**src/design/tpp_pkg.sv**
```systemverilog
// Package for the tracker pattern packer: beat payload types, cache entry
// layout, opcode and mask constants. No dependencies.
`timescale 1ns / 1ps
`default_nettype none

package tpp_pkg;

    localparam int CHANNELS_DEFAULT = 64;
    localparam int MAX_BYTES        = 7;

    typedef enum logic [1:0] {
        OP_CELL  = 2'd0,
        OP_ROW   = 2'd1,
        OP_START = 2'd2,
        OP_END   = 2'd3
    } opcode_t;

    localparam logic [1:0] NOTE_NORMAL = 2'd0;
    localparam logic [1:0] NOTE_OFF    = 2'd1;
    localparam logic [7:0] BYTE_OFF    = 8'd255;
    localparam logic [7:0] BYTE_CUT    = 8'd254;

    localparam logic [4:0] CMD_DOUBLE  = 5'd25;
    localparam logic [7:0] PARAM_CAP   = 8'h7F;
    localparam logic [7:0] MARK_MASK   = 8'd128;

    localparam int MB_NOTE      = 0;
    localparam int MB_INST      = 1;
    localparam int MB_VOL       = 2;
    localparam int MB_CMD       = 3;
    localparam int MB_SAME_NOTE = 4;
    localparam int MB_SAME_INST = 5;
    localparam int MB_SAME_VOL  = 6;
    localparam int MB_SAME_CMD  = 7;

    typedef struct packed {
        logic [1:0] opcode;
        logic [5:0] channel;
        logic       note_present;
        logic [1:0] note_kind;
        logic [6:0] note_value;
        logic       instrument_present;
        logic [7:0] instrument_index;
        logic       volume_present;
        logic [7:0] volume_value;
        logic       command_present;
        logic [4:0] command_code;
        logic [7:0] command_param;
    } in_item_t;

    typedef struct packed {
        logic [7:0]  out_byte;
        logic        is_length;
        logic [15:0] packed_length;
        logic        last;
    } out_item_t;

    typedef struct packed {
        logic       note_on;
        logic [7:0] note;
        logic       inst_on;
        logic [7:0] inst;
        logic       vol_on;
        logic [7:0] vol;
        logic       cmd_on;
        logic [4:0] cmd;
        logic [7:0] param;
        logic [7:0] mask;
    } entry_t;

    typedef struct packed {
        entry_t                          entry;
        logic                            nonempty;
        logic [MAX_BYTES-1:0][7:0]       bytes;
        logic [2:0]                      count;
    } enc_t;

endpackage

`default_nettype wire

```
**src/design/tpp_encode.sv**
```systemverilog
// Cell encoder: compares one cell with its channel cache entry, builds the
// new entry and the packed byte list. Depends on tpp_pkg.
`timescale 1ns / 1ps
`default_nettype none

module tpp_encode (
    input  tpp_pkg::in_item_t item,
    input  tpp_pkg::entry_t   cache,
    output tpp_pkg::enc_t     enc
);

    logic       cmd_any;
    logic [7:0] nbyte;
    logic [7:0] flags;
    logic       same_cmd;
    logic [8:0] dbl;
    logic [2:0] k;
    logic [tpp_pkg::MAX_BYTES-1:0][7:0] b;
    tpp_pkg::entry_t nxt;

    always_comb
    begin
        cmd_any = item.command_present || (item.command_param != 8'd0);
        if (item.note_kind == tpp_pkg::NOTE_NORMAL)
        begin
            nbyte = {1'b0, item.note_value};
        end
        else if (item.note_kind == tpp_pkg::NOTE_OFF)
        begin
            nbyte = tpp_pkg::BYTE_OFF;
        end
        else
        begin
            nbyte = tpp_pkg::BYTE_CUT;
        end

        nxt   = cache;
        flags = 8'd0;

        if (item.note_present)
        begin
            if (!cache.note_on || cache.note != nbyte)
            begin
                flags[tpp_pkg::MB_NOTE] = 1'b1;
                nxt.note_on = 1'b1;
                nxt.note    = nbyte;
            end
            else
            begin
                flags[tpp_pkg::MB_SAME_NOTE] = 1'b1;
            end
        end
        if (item.instrument_present)
        begin
            if (!cache.inst_on || cache.inst != item.instrument_index)
            begin
                flags[tpp_pkg::MB_INST] = 1'b1;
                nxt.inst_on = 1'b1;
                nxt.inst    = item.instrument_index;
            end
            else
            begin
                flags[tpp_pkg::MB_SAME_INST] = 1'b1;
            end
        end
        if (item.volume_present)
        begin
            if (!cache.vol_on || cache.vol != item.volume_value)
            begin
                flags[tpp_pkg::MB_VOL] = 1'b1;
                nxt.vol_on = 1'b1;
                nxt.vol    = item.volume_value;
            end
            else
            begin
                flags[tpp_pkg::MB_SAME_VOL] = 1'b1;
            end
        end

        same_cmd = (cache.cmd_on == item.command_present)
                   && (!item.command_present || cache.cmd == item.command_code);
        dbl = {item.command_param, 1'b0};
        if (cmd_any)
        begin
            if (!same_cmd || cache.param != item.command_param)
            begin
                flags[tpp_pkg::MB_CMD] = 1'b1;
                nxt.cmd_on = item.command_present;
                nxt.cmd    = item.command_present ? item.command_code : 5'd0;
                nxt.param  = item.command_param;
                if (item.command_present && item.command_code == tpp_pkg::CMD_DOUBLE
                    && item.command_param < tpp_pkg::PARAM_CAP)
                begin
                    // doubled value stays below 255 here
                    nxt.param = (dbl >= {1'b0, tpp_pkg::PARAM_CAP}) ?
                                tpp_pkg::PARAM_CAP : dbl[7:0];
                end
            end
            else
            begin
                flags[tpp_pkg::MB_SAME_CMD] = 1'b1;
            end
        end
        nxt.mask = flags;

        b = '0;
        k = 3'd0;
        if (flags != cache.mask)
        begin
            b[k] = {2'b00, 6'(7'(item.channel) + 7'd1)} | tpp_pkg::MARK_MASK
                   | {1'b0, 7'(item.channel) + 7'd1};
            k = k + 3'd1;
            b[k] = flags;
            k = k + 3'd1;
        end
        else
        begin
            b[k] = {1'b0, 7'(item.channel) + 7'd1};
            k = k + 3'd1;
        end
        if (flags[tpp_pkg::MB_NOTE])
        begin
            b[k] = nbyte;
            k = k + 3'd1;
        end
        if (flags[tpp_pkg::MB_INST])
        begin
            b[k] = item.instrument_index + 8'd1;
            k = k + 3'd1;
        end
        if (flags[tpp_pkg::MB_VOL])
        begin
            b[k] = item.volume_value;
            k = k + 3'd1;
        end
        if (flags[tpp_pkg::MB_CMD])
        begin
            b[k] = item.command_present ? (8'(item.command_code) + 8'd1) : 8'd0;
            k = k + 3'd1;
            b[k] = item.command_param;
            k = k + 3'd1;
        end

        enc.entry    = nxt;
        enc.nonempty = item.note_present || item.instrument_present
                       || item.volume_present || cmd_any;
        enc.bytes    = b;
        enc.count    = k;
    end

endmodule

`default_nettype wire
```
**config.mk**
```make
export PLATFORM = sky130hd
export DESIGN_NAME = tpp_encode
export DESIGN_NICKNAME = d
export VERILOG_FILES = /design/src/design/tpp_pkg.sv /design/src/design/tpp_encode.sv
export SDC_FILE = /design/constraint.sdc
export NUM_CORES = 1
export LEC_CHECK = 0
export BUFFER_PORTS_ARGS = -buffer_cell sky130_fd_sc_hd__buf_2
export CAP_MARGIN = 20
export CORE_UTILIZATION = 49
export DETAILED_ROUTE_END_ITERATION = 8
export MAX_ROUTING_LAYER = met4
export PLACE_DENSITY = 0.88
export SETUP_SLACK_MARGIN = 0.3
export SYNTH_ARGS = -nofsm -noshare
export SYNTH_HDL_FRONTEND = slang
export SYNTH_SLANG_ARGS = --single-unit
export TNS_END_PERCENT = 5
```
**constraint.sdc**
```tcl
create_clock -name vclk -period 9.9
set_clock_uncertainty 0.15 [all_clocks]
set_input_delay 1.485 -clock vclk [all_inputs]
set_output_delay 1.485 -clock vclk [all_outputs]
set_load 0.005 [all_outputs]
```
==> flow_summary.yaml, run 1 <==
clocking:
  cts-resized-gates: 0
  ctsHoldBuffers: 0
  postCtsSetupRepairBufs: 0
sta:
  drv_slew: 0
  rsz0062_at_grt: "false"
  hold_violations: 0
  fmax_mhz: 111
  fin_crit_ps: 9010
  maxSlewHeadroom_pct: 37.3
  post-route-period-util_pct: 91.0
  setup_viol: 0
  setup_tns_ps: 0
  worstMarginPinSlew_ps: 934
  layout_setup_ws_ps: 894
yosys:
  ys_types: 85
  syn-instance-count: 628
  ys_top_cells_by_area: "nand2_1 (8.9%), xnor2_1 (7.8%), o22ai_1 (7.6%), mux2i_1 (7.4%), nor2_1 (5.1%)"
  yosys_warnings: 0
  synth_top_area_share_pct: 8.93
  syn_area_um2: 4040
  avgSynthCellArea_um2: 6.43
  synth_seq_area_share_pct: 0
  synth_top_area_cell: "nand2_1"
  syn-num-nets: 738
layout:
  finalNetCount: 907
  final-seq-area_um2: 0
  drive_gt1_share_pct: 32.8
  seq_cells: 0
  area_growth_pct: 24.7
  clock_buffers: 0
  stdcell_count: 897
  num_antenna_cells: 0
placement:
  dp_hpwl_um: 13800
  place_congestion: 0.994
  port_buffers: 206
  dp_worst_setup_slack_ps: 1040
  dp.cells: 896
critical_path:
  crit_fanout: 16
  critPathArrivalTime_ps: 7370
  crit_path_max_incr_delay_ps: 710
  cp.required_ps: 8270
  slowest_stage: "fa_1"
  worst_setup_path_end_kind: "output pin"
  crit_type: "in2out"
  critPathLaunchType: "input pin"
  crit_chain: "buf_2, or2_1, o41ai_2, a31o_4, clkinv_4, xnor2_1, nor4b_2, inv_1, fa_1, xnor2_2, ha_1, xnor2_1, nand2_1, mux2_4, o31ai_4, o21ai_4, nand2_1, a21oi_1, a21o_1, buf_2"
run:
  maxCapViolations: 0
global_routing:
  track_usage_pct: 41.9
  grt_max_degree: 37
  grt_overflow_total: 0
  antenna_found_initial: 0
  grt_pass1_vias: 5404
  grt_first_pass_wirelength_um: 28100
power:
  leakagePower_nw: 2.34
  powerDensity_nw_per_um2: 61.3
  ir_drop_mv: 0.0370
  total_power_uw: 309
hold_path:
  hold_path_class: "in2out"
detailed_routing:
  avgRoutedWirePerCell_um: 20.2
  drc: 0
  top_layer: "met4"
  ant_nets: 0
  wl_met2_um: 8330
  vias: 5870
  met1Wirelength_um: 7210
  drtPass1Iterations: 6
  vias_per_cell: 6.54
  routed-wl-met3_um: 2000
  wirelength_um: 18100
  drt_iter0_markers: 535
die:
  start_util_pct: 51.4
  dieArea_um2: 8600
  coreArea_um2: 7850
  die_width_um: 92.7
  placementRows: 32
  die_h_um: 92.7
  io_pins: 208
run_status:
  outcome: "finished, final reports clean"
[cell usage in the layout (no fill, tap or decap), types with 24 or more instances in the layout]
| cell type | Yosys | routed |
|---|---|---|
| o21ai_0 | 41 | 41 |
| nand3_1 | 31 | 31 |
| o22ai_1 | 49 | 49 |
| a21oi_1 | 24 | 24 |
| nand2_1 | 96 | 96 |
| xnor2_1 | 36 | 36 |
| nor2_1 | 55 | 55 |
| mux2i_1 | 30 | 30 |
| buf_2 | 3 | 206 |
[power breakdown]
part,switching (mW),leakage (nW),internal (mW)
clock,0,0,0
combinational,0.181,2.34,0.127
sequential,0,0,0
[synth_stat cells, drive strengths merged, types with 3 or more instances]
| master | count |
|---|---|
| nand2 | 97 |
| nor2 | 56 |
| o22ai | 49 |
| o21ai | 45 |
| xnor2 | 37 |
| nand3 | 33 |
| clkbuf | 31 |
| mux2i | 31 |
| a21oi | 26 |
| inv | 19 |
| xor2 | 18 |
| a31oi | 17 |
| mux2 | 16 |
| buf | 14 |
| ha | 10 |
| nor3 | 9 |
| a211oi | 7 |
| and2 | 7 |
| and3 | 7 |
| nand4 | 7 |
| or3 | 7 |
| a21o | 6 |
| a22oi | 6 |
| nor4 | 5 |
| a221o | 4 |
| a32o | 4 |
| nor2b | 4 |
| nor4b | 4 |
| o211ai | 4 |
| o31ai | 4 |
| or2 | 4 |
| or4 | 4 |
| nand3b | 3 |
| o221ai | 3 |
| o41ai | 3 |
[cell families (layout without fill, tap and decap cells)]
group                    after synthesis  count (layout)  share of synthesized area, %
AND/OR/NAND/NOR                      252             252                          30.1
XOR/XNOR                              55              55                          12.3
AO/OA/AOI/OAI                        198             198                          34.1
buffers and inverters                 65             232                          7.38
multiplexers                          47              47                          12.4
adder cells (fa/ha/maj)               11              11                          3.60
[metal layers]
metal	vias up	track usage [%]
li1	2687	-
met1	2708	55.4
met2	415	67.5
met3	60	4.60
met4	0	11.2
met5	-	-
[final timing paths]
check                 start       end  slack, ps  cells past startpoint
setup / recovery   item[39]   enc[13]        890                     20
hold / removal    cache[48]  enc[108]       3100                      4
[stage by stage]
step,hold WS (ps),area (um^2),util [%]
after detailed placement,3100,5020,63.9
after global routing,3120,5030,64.1
final,3100,5030,64.1
after global placement,3090,5020,63.9
after CTS,3100,5020,63.9
after floorplan,2900,4040,-
[worst max-delay path: cells and delay by family]
family                     cells  cell delay (ps)
and+or+nand+nor                4              860
muxes                          1              270
AOI/OAI and AO/OA              6             2000
adders and majority gates      2             1310
xor gates and xnor gates       3              760
buffers and inverters          4              670
[final cells by class]
class / count / area, um^2
Fill cell: 769 / 2820
Timing Repair Buffer: 212 / 1080
Multi-Input combinational cell: 563 / 3740
Inverter: 20 / 82.6
Tap cell: 102 / 128
(Power assumes the default switching activity.)
==> run 2, diff against run 1 <==
Settings changed: BUFFER_PORTS_ARGS -buffer_cell sky130_fd_sc_hd__buf_2 to -buffer_cell sky130_fd_sc_hd__buf_4, RECOVER_POWER from default to 50.
==> flow_summary.yaml, run 2 (synthesis results as in run 1) <==
run_status:
  outcome: "complete, but fails checks"
  violations: "capacitance limit, slew limit"
placement:
  dp_worst_setup_slack_ps: 972
  place_congestion: 0.983
  dp_hpwl_um: 14200
  port_buffers: 206
critical_path:
  crit_type: "in2out"
  crit_fanout: 16
  critPathArrivalTime_ps: 7700
  crit_path_max_incr_delay_ps: 660
  cp.required_ps: 8270
  crit_chain: "buf_4, or3_1, or4_1, and3_1, a311oi_2, nor4b_2, inv_1, ha_1, nand2_1, a31oi_1, mux2i_2, o21a_1, ha_1, xnor2_1, nand2_1, mux2_4, o31ai_4, o21ai_4, nand2_1, a21oi_1, a21o_1, buf_4"
  critPathLaunchType: "input pin"
  cpMostUsedCell: "nand2_1"
  slowest_stage: "or4_1"
  worst_setup_path_end_kind: "output pin"
detailed_routing:
  vias: 5961
  vias_per_cell: 6.66
  drc: 0
  drt_iter0_markers: 647
  ant_nets: 0
  avgRoutedWirePerCell_um: 20.9
  wirelength_um: 18700
  drtPass1Iterations: 8
power:
  ir_drop_mv: 0.0384
  leakagePower_nw: 2.44
  powerDensity_nw_per_um2: 63.6
layout:
  finalNetCount: 905
  area_growth_pct: 35.4
  drive_gt1_share_pct: 31.0
  mostFrequentLayoutCell: "buf_4"
  final_util_pct: 69.6
  num_antenna_cells: 0
  final_cell_mix: "buf_4 (180), nand2_1 (97), nor2_1 (55)"
  seq_cells: 0
  clock_buffers: 0
  final-seq-area_um2: 0
  n_fill_cell: 704
die:
  die_width_um: 92.7
  placementRows: 32
  start_util_pct: 51.4
  die_h_um: 92.7
  coreArea_um2: 7850
  dieArea_um2: 8600
  io_pins: 208
sta:
  setup_tns_ps: 0
  hold_violations: 0
  maxSlewHeadroom_pct: -14.4
  fmax_mhz: 107
  worstMarginPinSlew_ps: 1700
  drv_slew: 13
  hold_ws_ps: 3090
  fin_crit_ps: 9330
  layout_setup_ws_ps: 569
  rsz0062_at_grt: "false"
  setup_viol: 0
  post-route-period-util_pct: 94.2
clocking:
  postCtsSetupRepairBufs: 0
  ctsHoldBuffers: 0
  cts-resized-gates: 0
global_routing:
  track_usage_pct: 42.5
  grt_first_pass_wirelength_um: 28500
  grt_overflow_total: 0
  antenna_found_initial: 0
  grt_max_degree: 37
  grt_pass1_vias: 5448
hold_path:
  min_to: "enc[99]"
  hold_start: "cache[39]"
  hold_path_class: "in2out"
  min_path_cells: 3
run:
  maxCapViolations: 1
run 2: cell types whose count changed in the layout (fill, tap and decap cells not counted), moves of 2 or more:
cell      previous run  this run
and2_1               7         5
clkbuf_1             0         9
and2_0               0         2
buf_4                5       180
clkbuf_4             0        20
buf_2              206         0
run 2: how the worst max path moves through the flow:
stage | slack (ps) | cells past startpoint | start | end
finish | 570 | 22 | item[0] | enc[13]
global route | 260 | 22 | item[13] | enc[13]
CTS | 960 | 22 | item[13] | enc[13]
detailed placement | 970 | 22 | item[13] | enc[13]
global placement | 980 | 22 | item[13] | enc[13]
floorplan | 1970 | 22 | item[40] | enc[12]
run 2: area by class of cell:
type	count	area, um^2	share of cell area (%)
Inverter	20	81.3	1.49
Tap cell	102	128	2.34
Timing Repair Buffer	210	1540	28.2
Multi-Input combinational cell	563	3720	68.0
run 2: per-layer routing:
layer,wire (um),GRT usage [%],part of all wire [%],vias to the layer above
li1,-,-,-,2666
met2,8570,67.3,46,452
met1,7230,57.3,39,2765
met3,2230,3.61,12,78
met4,643,13.1,3.4,0
met5,0,-,0,-
run 2: worst max-delay path: cells and delay by family:
family / cells / cell delay (ps)
mux: 2 / 530
compound gates: 7 / 2350
xor+xnor: 1 / 220
fa+ha+maj: 2 / 730
simple gates: 7 / 1870
buf+inv: 3 / 500
run 2: stage by stage:
step / cells / instance area, um^2 / total power [mW]
floorplan: 628 / 4040 / 0.184
global placement: 893 / 5510 / 0.333
detailed placement: 893 / 5510 / 0.340
CTS: 893 / 5510 / 0.342
global route: 895 / 5470 / 0.370
finish: 895 / 5470 / 0.347
run 2: report_power, final:
group / switching, mW / leakage (nW) / total [mW] / internal [mW]
logic: 0.186 / 2.44 / 0.347 / 0.161
clock network: 0 / 0 / 0 / 0
registers: 0 / 0 / 0 / 0
total: 0.186 / 2.44 / 0.347 / 0.161
